[src/hw/rtl/bmhq_ram.sv]
// Generic single-write, single-read RAM with a registered read port.
module bmhq_ram #(
  parameter int WIDTH = 8,
  parameter int DEPTH = 16
) (
  input  logic                     clk,
  input  logic                     we,
  input  logic [$clog2(DEPTH)-1:0] waddr,
  input  logic [WIDTH-1:0]         wdata,
  input  logic [$clog2(DEPTH)-1:0] raddr,
  output logic [WIDTH-1:0]         rdata
);

  logic [WIDTH-1:0] mem [DEPTH];
  logic [WIDTH-1:0] rdata_r;

  always_ff @(posedge clk) begin
    if (we) begin
      mem[waddr] <= wdata;
    end
    rdata_r <= mem[raddr];
  end

  assign rdata = rdata_r;

endmodule

[config.mk]
export PLATFORM = sky130hd
export DESIGN_NAME = bmhq_ram
export DESIGN_NICKNAME = d
export VERILOG_FILES = /design/src/hw/rtl/bmhq_ram.sv
export SDC_FILE = /design/constraint.sdc
export NUM_CORES = 1
export LEC_CHECK = 0
export ABC_AREA = 0
export BUFFER_PORTS_ARGS = -buffer_cell sky130_fd_sc_hd__buf_4
export CORE_UTILIZATION = 60
export DETAILED_ROUTE_END_ITERATION = 6
export PLACE_DENSITY_LB_ADDON = 0.3
export SKIP_CTS_REPAIR_TIMING = 1
export SYNTH_ARGS = -nofsm -noshare
export SYNTH_HDL_FRONTEND = slang
export SYNTH_SLANG_ARGS = --single-unit
[constraint.sdc]
create_clock -name clk -period 2.2 [get_ports clk]
set_input_delay 0.33 -clock clk [delete_from_list [all_inputs] [get_ports clk]]
set_output_delay 0.33 -clock clk [all_outputs]
set_load 0.03 [all_outputs]
==> metrics.md, run 1 <==
| Metric | Value |
|---|---|
| Status | `completed` |
| Setup CP Type | `flop to output pin` |
| Most frequent cells in the layout | `edfxtp_1, buf_4, mux4_2` |
| Full die area | `0.00895 mm^2` |
| Seq/Total Area, Yosys | `77.8%` |
| Worst-path clk slew | `60 ps` |
| Max-slew violation count | `0` |
| WP buf/inv | `1` |
| Antenna cells | `0` |
| R2r setup slk | `820 ps` |
| CTS buffer count | `17` |
| Commonest non-fill, non-tap cell in the layout | `edfxtp_1` |
| CP endpoint | `rdata[7]` |
| Reg-to-Reg End | `rdata[2]` |
| Crit path max-delay family | `flip-flops` |
| Vias/cell | `6.18` |
| Critical path launch point type | `flop` |
| Max Freq | `727 MHz` |
| Fillers | `478` |
| NumNets Final | `300` |
| Worst-path maximum fanout | `1` |
| Maxcap violations | `0` |
| Post-synth top area share | `74.7%` |
| WL per Instance | `23.7 um` |
| Worst EP required | `1870 ps` |
| Slowest CP cell | `dfxtp_1` |
| Mapped Avg Cell Area | `22.5 um^2` |
| Cell Area, Synth | `0.00515 mm^2` |
| Initial core utilization | `62.3%` |
| Syn Inst Count | `229` |
| Element type at the critical path end | `output pin` |
| FF-to-FF Start | `mem[0][2]` |
| Num rows | `33` |
| # IOs | `26` |
| Worst setup margin | `824 ps` |
| Final worst hold slack | `108 ps` |
| CORE AREA | `0.00826 mm^2` |
| Critical path, cell by cell | `buf_4` |
| Pre-CTS setup slack | `414 ps` |
| Initial DRC Count | `260` |
| GR Overflow Total | `0` |
| Skew-Pair Late Insertion Delay | `520 ps` |
| CP Depth | `1` |
| Worst slew pin tran | `698 ps` |
| Drt drc | `0` |
| Input/output buffers | `25` |
| Synth Net Count | `247` |
| CP peak stage delay | `350 ps` |
| CTS Sinks | `136` |
| Final setup vio count | `0` |
| VDD IR-drop max | `775 uV` |
| Post-Route Setup TNS | `0 ps` |
| Largest net degree at the start of global routing | `33` |
| Power Density | `982 mW/mm^2` |
| First-pass GRT wire length | `14200 um` |
| Synth area leaders | `edfxtp_1, mux4_2, mux4_1, dfxtp_1, a22oi_1` |
| Syn. warnings | `0` |
| Clock root cell | `clkbuf_8` |
| Worst min path class | `input pin to flop` |
| Min Tclk post-route | `1380 ps` |
| RSZ-0062 raised after global routing | `false` |
| Distinct cell type count after synthesis | `19` |
| Die H | `94.6 um` |
| Leak pwr | `2.10 nW` |
| WL final | `9490 um` |
| Max-Slew Margin vs Limit | `53.3%` |
| Clock buffer depth | `2` |
| Tot GR Track Use | `23.8%` |
| DP Wirelength | `5650 um` |
| Total power | `6.01 mW` |
| H-tree lvl count | `4` |
| Hold Vio Cnt, Final | `0` |
| Post-DRT Antenna Nets | `0` |
| DR vias | `2471` |
| Synth area leader | `edfxtp_1` |
| Final non-filler cell total | `400` |
| Layout cells sized above 1 | `31.5%` |
| Worst reg-to-reg path cell count | `3` |
| Initial antenna violation count | `0` |
| Area Overhead vs Synth | `19.0%` |
| Vias in the first global route | `2545` |
| CTS tree | `done` |
| Cell count after placement | `368` |
| Critical path origin | `rdata[7]` |
| Flops & latches, synth | `136` |
| Arrival @ worst endpoint | `1050 ps` |
| Placer Congestion | `0.734` |
| Die width | `94.6 um` |
| Clock skew | `5.80 ps` |
| TritonRoute pass-1 iters | `4` |
| Final worst-path cycle share | `62.6%` |
-- through the flow --
step                      instance area, um^2  utilization [%]
final                                    6130             74.2
after global routing                     6130             74.2
after CTS                                6130             74.2
after detailed placement                 5540             67.0
after global placement                   5540             67.0
after floorplan                          5150                -
-- registers in the layout (all words and copies together), names as in the netlist --
register / cells
mem: 128
rdata: 8
-- power breakdown --
part	switching (mW)	total, mW	internal, mW
Clock	1.06	2.79	1.73
Combinational	0.179	0.312	0.132
Sequential	0.0167	2.91	2.90
-- routing by layer --
| layer | vias to the layer above | global-route usage (%) | part of all wire, % |
|---|---|---|---|
| met3 | 26 | 6.68 | 8.2 |
| met2 | 115 | 34.4 | 47 |
| li1 | 1077 | - | - |
| met1 | 1253 | 32.1 | 41 |
| met4 | 0 | 15.5 | 3.6 |
| met5 | - | 0 | 0 |
-- layout make-up --
type	instances	area [um^2]	area share, %
Multi-Input combinational cell	83	1060	17.3
Timing Repair Buffer	44	343	5.60
Clock inverter	14	173	2.82
Clock buffer	18	418	6.82
Sequential cell	136	4000	65.4
Tap cell	105	131	2.14
-- worst min-delay path by stage --
| stage | startpoint | cells past startpoint | end |
|---|---|---|---|
| 3_3_place_gp | wdata[6] | 1 | mem[6][6] |
| 4_1_cts | wdata[6] | 1 | mem[7][6] |
| 3_5_place_dp | wdata[1] | 1 | mem[3][1] |
| 5_1_grt | wdata[6] | 1 | mem[11][6] |
| 2_1_floorplan | wdata[0] | 0 | mem[0][0] |
| 6_report | wdata[1] | 1 | mem[12][1] |
-- synth_stat cells --
cell type        number
a22oi_1              16
and2_1                1
and2b_1               1
buf_2                 3
buf_4                 1
buf_6                 3
clkdlybuf4s25_2       3
dfxtp_1               8
edfxtp_1            128
mux4_1               14
mux4_2               18
nand2_1               9
nand2b_1              2
nand3_1               1
nand3b_1              2
nor2_1               13
nor2b_1               1
nor3_1                4
or3b_2                1
-- logic make-up (layout without fill, tap and decap cells) --
group                  after synthesis  count (layout)  share of synthesized area (%)
multiplexers                        32              32                           15.0
buffers and inverters               10              76                           1.68
flip-flops                         136             136                           77.8
AND/OR/NAND/NOR                     35              35                           3.18
AO/OA/AOI/OAI                       16              16                           2.33
No activity file was read; power rests on OpenSTA's default activity.
==> inputs of run 2 (changes only) <==
CORE_UTILIZATION = 54   (was 60)
clock period = 1.21 ns   (was 2.2 ns; I/O delays follow)
==> run 2 against run 1 <==
The flow now finishes with violations (setup timing). Total power is 80% higher. Worst setup slack worse by 900 ps. Cell count is 11% higher. Routed wire length is 4.4% higher. Global-route usage is 1.1 points lower. Sequential cell count stayed put. Sequential share of layout area is 3.0 points lower. Non-clock buffer count is 20 higher. Via count is 1.1% higher. Sequential power is 82% higher. Critical endpoint is now rdata[0]. Largest cell class unchanged.
==> metrics.md, run 2 (synthesis results as in run 1) <==
| Metric | Value |
|---|---|
| Largest net degree at the start of global routing | `17 (was 33)` |
| Comb power frac | `6.2% (was 5.2%)` |
| FF+latch area | `0.00401 mm^2 (was 0.00400 mm^2)` |
| Hold Vio Cnt, Final | `0 (unchanged)` |
| Max-Slew Margin vs Limit | `39.6% (was 53.3%)` |
| Skew-Pair Late Insertion Delay | `520 ps (about the same)` |
| Full die area | `0.00993 mm^2 (was 0.00895 mm^2)` |
| Worst EP required | `1600 ps (was 1870 ps)` |
| Worst-path clk slew | `60 ps (about the same)` |
| Max Freq | `779 MHz` |
| Clock skew | `8.41 ps (was 5.80 ps)` |
| Layout cells sized above 1 | `42.5% (was 31.5%)` |
| Worst-path maximum fanout | `1 (unchanged)` |
| # IOs | `26 (unchanged)` |
| CTS Sinks | `136 (unchanged)` |
| WL per Instance | `22.3 um (was 23.7 um)` |
| Placer Congestion | `0.744 (was 0.734)` |
| Post-Route Setup TNS | `-363 ps (was 0 ps)` |
| Status | `complete, but fails checks (was completed)` |
| Post-route cell area | `0.00643 mm^2 (was 0.00613 mm^2)` |
| Power Density | `1680 mW/mm^2 (was 982 mW/mm^2)` |
| DP Wirelength | `6340 um (was 5650 um)` |
| Initial core utilization | `55.7% (was 62.3%)` |
| VDD IR-drop max | `1140 uV (was 775 uV)` |
| Failing checks | `setup timing` |
| Hold path start | `waddr[1] (was wdata[1])` |
| Commonest non-fill, non-tap cell in the layout | `edfxtp_1 (unchanged)` |
| Worst setup margin | `-73.1 ps (was 824 ps)` |
| Num rows | `35 (was 33)` |
| CTS buffer count | `17 (unchanged)` |
| Final worst-path cycle share | `106%` |
| Reg-to-Reg End | `rdata[0] (was rdata[2])` |
| Vias/cell | `5.63 (was 6.18)` |
| Final setup vio count | `8 (was 0)` |
| Worst min path class | `input pin to flop (unchanged)` |
| Initial DRC Count | `194 (was 260)` |
| Tot GR Track Use | `22.8% (was 23.8%)` |
| Die H | `99.6 um (was 94.6 um)` |
| Setup CP Type | `flop to flop (was flop to output pin)` |
| Multi-input logic area | `0.00108 mm^2 (was 0.00106 mm^2)` |
| Max-slew violation count | `0 (unchanged)` |
| Element type at the critical path end | `flop (was output pin)` |
| Area Overhead vs Synth | `24.9% (was 19.0%)` |
| Clock root cell | `clkbuf_8 (unchanged)` |
| First-pass GRT wire length | `15200 um (was 14200 um)` |
| Initial antenna violation count | `0 (unchanged)` |
| Worst slew pin tran | `905 ps (was 698 ps)` |
| Antenna cells | `0 (unchanged)` |
| Biggest register | `mem (unchanged)` |
| DR vias | `2498 (was 2471)` |
| Int Power | `8.53 mW (was 4.76 mW)` |
| R2r setup slk | `-70 ps (was 820 ps)` |
| Leak pwr | `2.16 nW (was 2.10 nW)` |
| WL final | `9910 um (was 9490 um)` |
| Post-DRT Antenna Nets | `0 (unchanged)` |
| Vias in the first global route | `2625 (was 2545)` |
| GR Overflow Total | `0 (unchanged)` |
| Clock Power Share | `44.7% (was 46.4%)` |
| Worst reg-to-reg path cell count | `3 (unchanged)` |
| CTS tree | `done (unchanged)` |
| Drt drc | `0 (unchanged)` |
| Input/output buffers | `25 (unchanged)` |
| Fillers | `559 (was 478)` |
| NumNets Final | `320 (was 300)` |
| Maxcap violations | `0 (unchanged)` |
| Arrival @ worst endpoint | `1670 ps (was 1050 ps)` |
| Clock buffer depth | `2 (unchanged)` |
| Hold EP | `mem[0][5] (was mem[12][1])` |
| Die width | `99.6 um (was 94.6 um)` |
| Flop pwr share | `49.1% (was 48.4%)` |
| Max reg flops | `128 (unchanged)` |
| RSZ-0062 raised after global routing | `true (was false)` |
| FF-to-FF Start | `mem[11][0] (was mem[0][2])` |
| Switching pwr | `2.29 mW (was 1.25 mW)` |
| Util after Layout | `69.6% (was 74.2%)` |
| Min Tclk post-route | `1280 ps` |
| TritonRoute pass-1 iters | `4 (unchanged)` |
| Most frequent cells in the layout | `edfxtp_1, buf_4, mux4_2 (unchanged)` |
| Post-DP Area | `0.00573 mm^2 (was 0.00554 mm^2)` |
| H-tree lvl count | `4 (unchanged)` |
| CORE AREA | `0.00924 mm^2 (was 0.00826 mm^2)` |
| Critical path launch point type | `flop (unchanged)` |
| Hold depth | `3 (was 1)` |
| Sw frac | `21.2% (was 20.9%)` |
[run 2: changes by cell type in the layout (fill, tap and decap cells not counted), sizes merged]
cell	before	now
buf	44	56
bufinv	3	2
clkinv	4	5
clkinvlp	4	6
dlygate4sd3	0	8
inv	3	1
[run 2: per-stage QoR]
stage	setup slack, ps	total power, mW	instances	hold slack (ps)
floorplan	-74.5	5.75	229	280
global placement	-321	6.02	404	481
detailed placement	-341	6.03	404	490
CTS	-167	10.8	436	-58.2
global route	-106	11.1	444	165
finish	-73.1	10.8	444	169
[run 2: worst max path at each step]
stage / slack [ps] / start / endpoint
floorplan: -70 / waddr[2] / mem[0][0]
global placement: -320 / raddr[0] / rdata[0]
detailed placement: -340 / raddr[0] / rdata[5]
CTS: -170 / mem[11][0] / rdata[0]
global route: -110 / mem[10][6] / rdata[6]
finish: -70 / mem[11][0] / rdata[0]
[run 2: area by class of cell]
| class | count | area share (%) |
|---|---|---|
| multi-input cells | 83 | 16.9 |
| well taps | 129 | 2.51 |
| repair buffers | 64 | 9.44 |
| clock buffers | 18 | 6.50 |
| flip-flops and latches | 136 | 62.3 |
| clock inverters | 14 | 2.37 |
[run 2: power groups by stage]
stage,Combinational [mW],Clock (mW),Sequential (mW)
CTS,0.634,4.89,5.31
finish,0.673,4.83,5.31
detailed placement,0.628,0,5.40
global route,0.722,5.09,5.32
floorplan,0.295,0,5.45
global placement,0.619,0,5.40
[run 2: routing by layer]
metal | GRT usage (%) | share of wire [%]
met3 | 7.03 | 8.3
met2 | 35.4 | 51
met5 | 0 | 0
met4 | 9.28 | 2.0
met1 | 30.4 | 39
[run 2: critical path, cell delays in order (launching register included)]
cell and delay [ps]:
edfxtp_1 370, mux4_2 480, a22oi_2 200, nand2_1 100
